[src/rtl/apbod_pkg.sv]
// ----------------------------------------------------------------------------
// apbod_pkg: shared definitions for the all-pairs box overlap detector
// Command and status codes, fixed field widths and the per-slot control bundle.
// ----------------------------------------------------------------------------
package apbod_pkg;

	// fixed field widths of the command and result beats
	localparam int FUNC_W   = 2;
	localparam int INDEX_W  = 3;
	localparam int FIELD_W  = 16;
	localparam int SIZE_W   = 15;
	localparam int STATUS_W = 2;
	localparam int COUNT_W  = 4;

	// command codes
	typedef enum logic [FUNC_W-1:0] {
		FUNC_APPEND  = 2'd0,
		FUNC_REMOVE  = 2'd1,
		FUNC_REWRITE = 2'd2,
		FUNC_POLL    = 2'd3
	} func_t;

	// result status codes
	typedef enum logic [STATUS_W-1:0] {
		STATUS_OK        = 2'd0,
		STATUS_FULL      = 2'd1,
		STATUS_BAD_INDEX = 2'd2
	} status_t;

	// per-slot control: load from the command beat, or take the neighbor's box
	typedef struct packed {
		logic load;
		logic shift;
	} slot_ctl_t;

endpackage

[src/rtl/all_pairs_box_overlap_detector.sv]
// ----------------------------------------------------------------------------
// all_pairs_box_overlap_detector: ordered box table with all-pairs overlap poll
// A chain of box slots holds the table; a poll rotates the chain and reports
// every strictly overlapping active pair in lower-index-outer order.
// ----------------------------------------------------------------------------
// Append, remove and rewrite take effect in the cycle their command beat is
// accepted and return one registered result beat. A poll works through the
// stored boxes one lower index at a time: the slot comparators all check
// against the head of the chain, each hit then leaves as one result beat when
// the result register is free, and the chain rotates by a slot; the closing
// beat comes last. One rotation per stored box brings the table back to its
// stored order. One command is worked at a time, and a new command beat is
// taken once the previous result beats are issued and the result register is
// free or being emptied.
// ----------------------------------------------------------------------------
module all_pairs_box_overlap_detector #(
	parameter int MAX_BOXES   = 8,
	parameter int COORD_WIDTH = 16
) (
	input  logic                                clk,
	input  logic                                arst_n,
	input  logic                                in_valid,
	output logic                                in_ready,
	input  logic [apbod_pkg::FUNC_W-1:0]        func,
	input  logic [apbod_pkg::INDEX_W-1:0]       index,
	input  logic signed [apbod_pkg::FIELD_W-1:0] box_x,
	input  logic signed [apbod_pkg::FIELD_W-1:0] box_y,
	input  logic [apbod_pkg::SIZE_W-1:0]        box_width,
	input  logic [apbod_pkg::SIZE_W-1:0]        box_height,
	input  logic                                active,
	output logic                                out_valid,
	input  logic                                out_ready,
	output logic [apbod_pkg::INDEX_W-1:0]       first_index,
	output logic [apbod_pkg::INDEX_W-1:0]       second_index,
	output logic                                pair_valid,
	output logic                                last,
	output logic [apbod_pkg::STATUS_W-1:0]      status,
	output logic [apbod_pkg::COUNT_W-1:0]       entry_count
);
	import apbod_pkg::*;

	localparam int IW    = $clog2(MAX_BOXES);
	localparam int CNTW  = $clog2(MAX_BOXES + 1);
	localparam int SUMW  = CNTW + 1;
	localparam int XW    = (CNTW > INDEX_W) ? CNTW : INDEX_W;
	localparam int BOX_W = 2 * COORD_WIDTH + 2 * SIZE_W + 1;

	typedef struct packed {
		logic signed [COORD_WIDTH-1:0] x;
		logic signed [COORD_WIDTH-1:0] y;
		logic [SIZE_W-1:0]             w;
		logic [SIZE_W-1:0]             h;
		logic                          act;
	} box_t;

	typedef enum logic [3:0] {
		ST_IDLE  = 4'b0001,
		ST_LOAD  = 4'b0010,
		ST_EMIT  = 4'b0100,
		ST_CLOSE = 4'b1000
	} state_t;

	state_t                 state_q;
	logic [CNTW-1:0]        count_q;
	logic [IW-1:0]          iter_q;
	logic [MAX_BOXES-1:0]   mask_q;

	logic                   out_valid_q;
	logic [INDEX_W-1:0]     out_first_q;
	logic [INDEX_W-1:0]     out_second_q;
	logic                   out_pair_q;
	logic                   out_last_q;
	status_t                out_status_q;
	logic [COUNT_W-1:0]     out_count_q;

	func_t                  func_e;
	box_t                   new_box;
	logic                   in_fire;
	logic                   out_free;
	logic                   idx_ok;
	logic                   full;
	logic                   do_append;
	logic                   do_remove;
	logic                   do_rewrite;
	logic                   rotate;
	logic [CNTW-1:0]        count_nxt;
	status_t                cmd_status;
	logic                   pick_found;
	logic [IW-1:0]          pick_m;
	logic                   iter_done;
	logic [MAX_BOXES-1:0]   in_range;
	logic [MAX_BOXES-1:0]   hit_vec;

	slot_ctl_t              slot_ctl [MAX_BOXES];
	logic [BOX_W-1:0]       slot_box [MAX_BOXES];
	logic [BOX_W-1:0]       slot_next [MAX_BOXES];

	// command decode
	assign func_e    = func_t'(func);
	assign in_fire   = in_valid && in_ready;
	assign out_free  = !out_valid_q || out_ready;
	assign in_ready  = (state_q == ST_IDLE) && out_free;
	assign idx_ok    = XW'(index) < XW'(count_q);
	assign full      = count_q == CNTW'(MAX_BOXES);
	assign do_append  = in_fire && (func_e == FUNC_APPEND) && !full;
	assign do_remove  = in_fire && (func_e == FUNC_REMOVE) && idx_ok;
	assign do_rewrite = in_fire && (func_e == FUNC_REWRITE) && idx_ok;
	assign rotate     = (state_q == ST_EMIT) && !pick_found;
	assign iter_done  = (CNTW'(iter_q) + CNTW'(1)) == count_q;

	// box from the command beat
	always_comb begin
		new_box.x   = COORD_WIDTH'(box_x);
		new_box.y   = COORD_WIDTH'(box_y);
		new_box.w   = box_width;
		new_box.h   = box_height;
		new_box.act = active;
	end

	// count update and status of a table command
	always_comb begin
		count_nxt = count_q;
		if (do_append) begin
			count_nxt = count_q + CNTW'(1);
		end else if (do_remove) begin
			count_nxt = count_q - CNTW'(1);
		end
		unique case (func_e)
			FUNC_APPEND:  cmd_status = full ? STATUS_FULL : STATUS_OK;
			FUNC_REMOVE,
			FUNC_REWRITE: cmd_status = idx_ok ? STATUS_OK : STATUS_BAD_INDEX;
			FUNC_POLL:    cmd_status = STATUS_OK;
		endcase
	end

	// slot chain: controls, neighbor wiring and instances
	for (genvar k = 0; k < MAX_BOXES; k++) begin : g_slot
		always_comb begin
			slot_ctl[k].load = (do_append && (count_q == CNTW'(k))) ||
				(do_rewrite && (XW'(index) == XW'(k)));
			slot_ctl[k].shift = (do_remove && (XW'(k) >= XW'(index))) || rotate;
		end

		if (k == MAX_BOXES - 1) begin : g_wrap
			assign slot_next[k] = slot_box[0];
		end else begin : g_link
			assign slot_next[k] = (count_q == CNTW'(k + 1)) ? slot_box[0] : slot_box[k + 1];
		end

		apbod_box_slot #(
			.COORD_WIDTH(COORD_WIDTH)
		) u_slot (
			.clk      (clk),
			.ctl      (slot_ctl[k]),
			.load_box (new_box),
			.next_box (slot_next[k]),
			.head_box (slot_box[0]),
			.box      (slot_box[k]),
			.hit      (hit_vec[k])
		);
	end

	// slots that hold a later box than the head
	always_comb begin
		for (int m = 0; m < MAX_BOXES; m++) begin
			in_range[m] = (m != 0) && ((SUMW'(iter_q) + SUMW'(m)) < SUMW'(count_q));
		end
	end

	// lowest pending hit
	always_comb begin
		pick_found = |mask_q;
		pick_m     = '0;
		for (int m = MAX_BOXES - 1; m >= 0; m--) begin
			if (mask_q[m]) begin
				pick_m = IW'(m);
			end
		end
	end

	// sequencer and table count
	always_ff @(posedge clk or negedge arst_n) begin
		if (!arst_n) begin
			state_q <= ST_IDLE;
			count_q <= '0;
			iter_q  <= '0;
			mask_q  <= '0;
		end else begin
			count_q <= count_nxt;
			unique case (state_q)
				ST_IDLE: begin
					if (in_fire && (func_e == FUNC_POLL)) begin
						iter_q  <= '0;
						state_q <= (count_q == '0) ? ST_CLOSE : ST_LOAD;
					end
				end
				ST_LOAD: begin
					mask_q  <= hit_vec & in_range;
					state_q <= ST_EMIT;
				end
				ST_EMIT: begin
					if (pick_found) begin
						if (out_free) begin
							mask_q[pick_m] <= 1'b0;
						end
					end else if (iter_done) begin
						state_q <= ST_CLOSE;
					end else begin
						iter_q  <= iter_q + IW'(1);
						state_q <= ST_LOAD;
					end
				end
				ST_CLOSE: begin
					if (out_free) begin
						state_q <= ST_IDLE;
					end
				end
				default: state_q <= ST_IDLE;
			endcase
		end
	end

	// result register valid
	always_ff @(posedge clk or negedge arst_n) begin
		if (!arst_n) begin
			out_valid_q <= 1'b0;
		end else if ((in_fire && (func_e != FUNC_POLL)) ||
				((state_q == ST_EMIT) && pick_found && out_free) ||
				((state_q == ST_CLOSE) && out_free)) begin
			out_valid_q <= 1'b1;
		end else if (out_ready) begin
			out_valid_q <= 1'b0;
		end
	end

	// result register payload
	always_ff @(posedge clk) begin
		if (in_fire && (func_e != FUNC_POLL)) begin
			out_first_q  <= '0;
			out_second_q <= '0;
			out_pair_q   <= 1'b0;
			out_last_q   <= 1'b1;
			out_status_q <= cmd_status;
			out_count_q  <= COUNT_W'(count_nxt);
		end else if ((state_q == ST_EMIT) && pick_found && out_free) begin
			out_first_q  <= INDEX_W'(iter_q);
			out_second_q <= INDEX_W'(iter_q + pick_m);
			out_pair_q   <= 1'b1;
			out_last_q   <= 1'b0;
			out_status_q <= STATUS_OK;
			out_count_q  <= COUNT_W'(count_q);
		end else if ((state_q == ST_CLOSE) && out_free) begin
			out_first_q  <= '0;
			out_second_q <= '0;
			out_pair_q   <= 1'b0;
			out_last_q   <= 1'b1;
			out_status_q <= STATUS_OK;
			out_count_q  <= COUNT_W'(count_q);
		end
	end

	assign out_valid    = out_valid_q;
	assign first_index  = out_first_q;
	assign second_index = out_second_q;
	assign pair_valid   = out_pair_q;
	assign last         = out_last_q;
	assign status       = out_status_q;
	assign entry_count  = out_count_q;

endmodule

[src/rtl/apbod_box_slot.sv]
// ----------------------------------------------------------------------------
// apbod_box_slot: one table slot of the box chain
// Holds one box, loads it from the command beat or takes the neighbor's box,
// and compares it against the head box of the chain for strict overlap.
// ----------------------------------------------------------------------------
module apbod_box_slot #(
	parameter int COORD_WIDTH = 16,
	localparam int BOX_W = 2 * COORD_WIDTH + 2 * apbod_pkg::SIZE_W + 1
) (
	input  logic                  clk,
	input  apbod_pkg::slot_ctl_t  ctl,
	input  logic [BOX_W-1:0]      load_box,
	input  logic [BOX_W-1:0]      next_box,
	input  logic [BOX_W-1:0]      head_box,
	output logic [BOX_W-1:0]      box,
	output logic                  hit
);
	import apbod_pkg::*;

	// sum width: wide enough that edge plus size never wraps
	localparam int SW = ((COORD_WIDTH > FIELD_W) ? COORD_WIDTH : FIELD_W) + 2;

	typedef struct packed {
		logic signed [COORD_WIDTH-1:0] x;
		logic signed [COORD_WIDTH-1:0] y;
		logic [SIZE_W-1:0]             w;
		logic [SIZE_W-1:0]             h;
		logic                          act;
	} box_t;

	box_t box_q;
	box_t head;

	logic signed [SW-1:0] ax, ay, aw, ah;
	logic signed [SW-1:0] bx, by, bw, bh;
	logic                 apart;

	// slot storage
	always_ff @(posedge clk) begin
		if (ctl.load) begin
			box_q <= load_box;
		end else if (ctl.shift) begin
			box_q <= next_box;
		end
	end

	assign box  = box_q;
	assign head = head_box;

	// strict overlap against the head box
	always_comb begin
		ax = SW'(box_q.x);
		ay = SW'(box_q.y);
		aw = signed'(SW'(box_q.w));
		ah = signed'(SW'(box_q.h));
		bx = SW'(head.x);
		by = SW'(head.y);
		bw = signed'(SW'(head.w));
		bh = signed'(SW'(head.h));
		apart = (ax + aw <= bx) || (bx + bw <= ax) ||
			(ay + ah <= by) || (by + bh <= ay);
		hit = box_q.act && head.act && !apart;
	end

endmodule

[config.mk]
export PLATFORM = sky130hd
export DESIGN_NAME = all_pairs_box_overlap_detector
export DESIGN_NICKNAME = d
export VERILOG_FILES = /design/src/rtl/apbod_pkg.sv /design/src/rtl/all_pairs_box_overlap_detector.sv /design/src/rtl/apbod_box_slot.sv
export SDC_FILE = /design/constraint.sdc
export NUM_CORES = 2
export LEC_CHECK = 0
export BUFFER_PORTS_ARGS = -buffer_cell sky130_fd_sc_hd__buf_2
export CAP_MARGIN = 20
export CORE_ASPECT_RATIO = 0.8
export CORE_MARGIN = 2
export CORE_UTILIZATION = 48
export DETAILED_ROUTE_END_ITERATION = 6
export HOLD_SLACK_MARGIN = 0.05
export SETUP_SLACK_MARGIN = 0.1
export SLEW_MARGIN = 20
export SYNTH_ARGS = -nofsm -noshare
export SYNTH_HDL_FRONTEND = slang
export SYNTH_HIERARCHICAL = 1
export SYNTH_SLANG_ARGS = --single-unit
[constraint.sdc]
create_clock -name clk -period 4.87 [get_ports clk]
set_input_delay 0.974 -clock clk [delete_from_list [all_inputs] [get_ports clk]]
set_output_delay 0.974 -clock clk [all_outputs]
set_load 0.02 [all_outputs]
==> flow_metrics.tcl <==
set metrics [dict create \
    globalRoute.totalOverflow 0 \
    max-slew-margin-rel 0.283 \
    crit_end "mask_q[6]$_DFFE_PN0P_" \
    setup_viol 0 \
    yosysWarningCount 6 \
    startpoint_type "flop" \
    p_int_mw 14.9 \
    hold-worst-slack_ns 0.274 \
    antenna_left 0 \
    fin_nets 7574 \
    grt_util_all_layers 0.336 \
    drive_gt1_frac 0.247 \
    arrival_ns 5.38 \
    ir_worst_vdd_mv 0.306 \
    syn_nets 7217 \
    core_region_area_um2 125000 \
    antenna_found_initial 15 \
    wirelength_mm 222 \
    combPwrFrac 0.519 \
    critical-path-top-delay-family "compound AO/OA/AOI/OAI gates" \
    num_vias 51600 \
    die_area_um2 129000 \
    max_stage_delay_ns 0.44 \
    avgSynthCellArea_um2 9.77 \
    clk_latency_ns 0.70 \
    nFillCells 11200 \
    post_dp_cell_area_um2 65200 \
    worstMarginPinSlew_ns 1.08 \
    p_sw_mw 10.5 \
    cts_hold_buffers 0 \
    r2r_setup_slack_ns 0.09 \
    crit_type "flop to flop" \
    max_cap_violations 0 \
    path_cells "buf_4 > ha_4 > inv_2 > fa_2 > and2b_2 > o31a_1 > o211ai_2 > a31oi_2 > o211a_1 > a2111oi_4 > ha_1 > inv_2 > a222oi_1 > nand4_1 > a211oi_2 > buf_4 > nand4_1 > nor4_2 > buf_4 > inv_4 > a2111oi_4 > nand2_1 > nand2_1" \
    placedCellCount 8089 \
    clock_sinks 538 \
    reg2reg_from "g_slot[0].u_slot/box[47]$_DFFE_PP_" \
    worst_slack_ns 0.0933 \
    hpwl_mm 175 \
    swShare 0.413 \
    wl_per_cell_um 26.9 \
    cp-end-kind "flop" \
    portBuffers 87 \
    clk_pin_slew_worst_paths_ns 0.06 \
    synth_cells 6182 \
    critical-path-slowest-cell "edfxtp_1" \
    final_area_um2 68200 \
    rows 116 \
    io_pins 88 \
    outcome "finished clean" \
    power_mw 25.3 \
    leakage_nw 29.8 \
    grt_pass1_wl_mm 323 \
    rsz0062_at_grt "yes" \
    grt_max_degree 64 \
    grt_pass1_vias 49000 \
    cts_buffer_depth 3 \
    layoutNonFillerInstCount 8251 \
    drc 0 \
    post-place-ws_ns -0.461 \
    powerDensity_nw_per_um2 372 \
    startpoint "g_slot[0].u_slot/box[47]$_DFFE_PP_" \
    maxSlewViolCount 0 \
    cp_data_required_time_ns 5.47 \
    path_max_fanout 3 \
    die_x_um 401 \
    ctsRootBufferMaster "clkbuf_16" \
    viasPerCell 6.25 \
    syn_area_um2 60400 \
    r2r-end "mask_q[6]$_DFFE_PN0P_" \
    path_buf_inv 6 \
    clockPowerShare 0.216 \
    skew_ns 0.0379 \
    cts_tree "done" \
    period_minus_slack_ns 4.78 \
    max_freq_ghz 0.209 \
    area_growth_pct 12.8 \
    critPathMostFrequentCell "buf_4" \
    start_util 0.483 \
    drtIter0Drc 5394 \
    die_h_um 321 \
    hold_viol 0 \
    cts_buffers 69 \
    path_depth 23 \
    hp-class "primary input to async pin" \
    cts_max_level 3 \
    gp_congestion 0.978 \
    fin_crit_sh 0.981 \
    pwr-share-seq 0.265 \
    first_pass_iters 5 \
    r2r_cells 23 \
]
-- worst min path at each step --
stage / start / endpoint / slack (ns) / cells past startpoint
2_1_floorplan: mask_q[1]$_DFFE_PN0P_ / mask_q[1]$_DFFE_PN0P_ / 0.52 / 2
3_3_place_gp: pair_valid$_SDFFE_PP0P_ / pair_valid$_SDFFE_PP0P_ / 0.44 / 1
3_5_place_dp: last$_SDFFE_PP1P_ / last$_SDFFE_PP1P_ / 0.46 / 2
4_1_cts: arst_n / count_q[2]$_DFF_PN0_ / 0.24 / 1
5_1_grt: arst_n / iter_q[2]$_DFFE_PN0P_ / 0.27 / 1
6_report: arst_n / count_q[2]$_DFF_PN0_ / 0.27 / 1
-- area by class of cell --
| cell class | instances | area (um2) | share of cell area |
|---|---|---|---|
| Multi-Input combinational cell | 4820 | 41900 | 0.614 |
| Clock buffer | 77 | 1780 | 0.0261 |
| Antenna cell | 7 | 17.5 | 0.000257 |
| Sequential cell | 538 | 16000 | 0.234 |
| Tap cell | 1652 | 2070 | 0.0303 |
| Clock inverter | 47 | 515 | 0.00756 |
| Inverter | 706 | 2650 | 0.0389 |
| Timing Repair Buffer | 404 | 3290 | 0.0483 |
-- metal layers --
layer | vias to the layer above | global-route usage | wire length [um]
met5 | - | 0 | 20
met1 | 25200 | 0.510 | 105000
met2 | 2215 | 0.467 | 87200
met4 | 2 | 0.0848 | 5820
met3 | 281 | 0.0806 | 23300
li1 | 23900 | - | -
-- sequential cells by signal, summed over array words and instances, names as in the netlist --
register	cells
second_index	3
first_index	3
status	2
count_q	4
g_slot.u_slot/box	504
out_valid	1
entry_count	4
mask_q	8
pair_valid	1
last	1
iter_q	3
state_q	4
-- repair_timing --
item	4_1_cts	5_1_grt
pin swaps	1	53
setup buffers	0	31
gates resized for setup	13	79
setup endpoints to repair	5	6
-- power groups by stage --
stage	Clock, mW	Sequential (mW)	Combinational, mW
after global routing	5.68	6.73	14.4
after global placement	0	6.74	12.5
after detailed placement	0	6.74	12.7
after CTS	5.52	6.65	12.8
final	5.46	6.71	13.2
after floorplan	0	6.49	8.71
-- cells in the final DEF (no fill, tap or decap), types with 81 or more instances in the layout --
| cell | n |
|---|---|
| inv_1 | 698 |
| buf_4 | 279 |
| buf_2 | 87 |
| ha_1 | 929 |
| mux2_2 | 945 |
| nand2_1 | 170 |
| nor2b_1 | 90 |
| nand3_1 | 88 |
| xnor2_1 | 240 |
| nor2_1 | 347 |
| o21a_1 | 94 |
| edfxtp_1 | 510 |
| nor3_1 | 81 |
| o21ai_0 | 225 |
| nand4_1 | 114 |
| a21oi_1 | 352 |
| a21o_1 | 244 |
-- metrics by stage --
step,setup TNS (ns),utilization
5_1_grt,-0.0143,0.545
3_5_place_dp,-0.484,0.522
4_1_cts,0,0.541
6_report,0,0.545
3_3_place_gp,-0.444,0.522
2_1_floorplan,0,-
(Power assumes the default switching activity.)
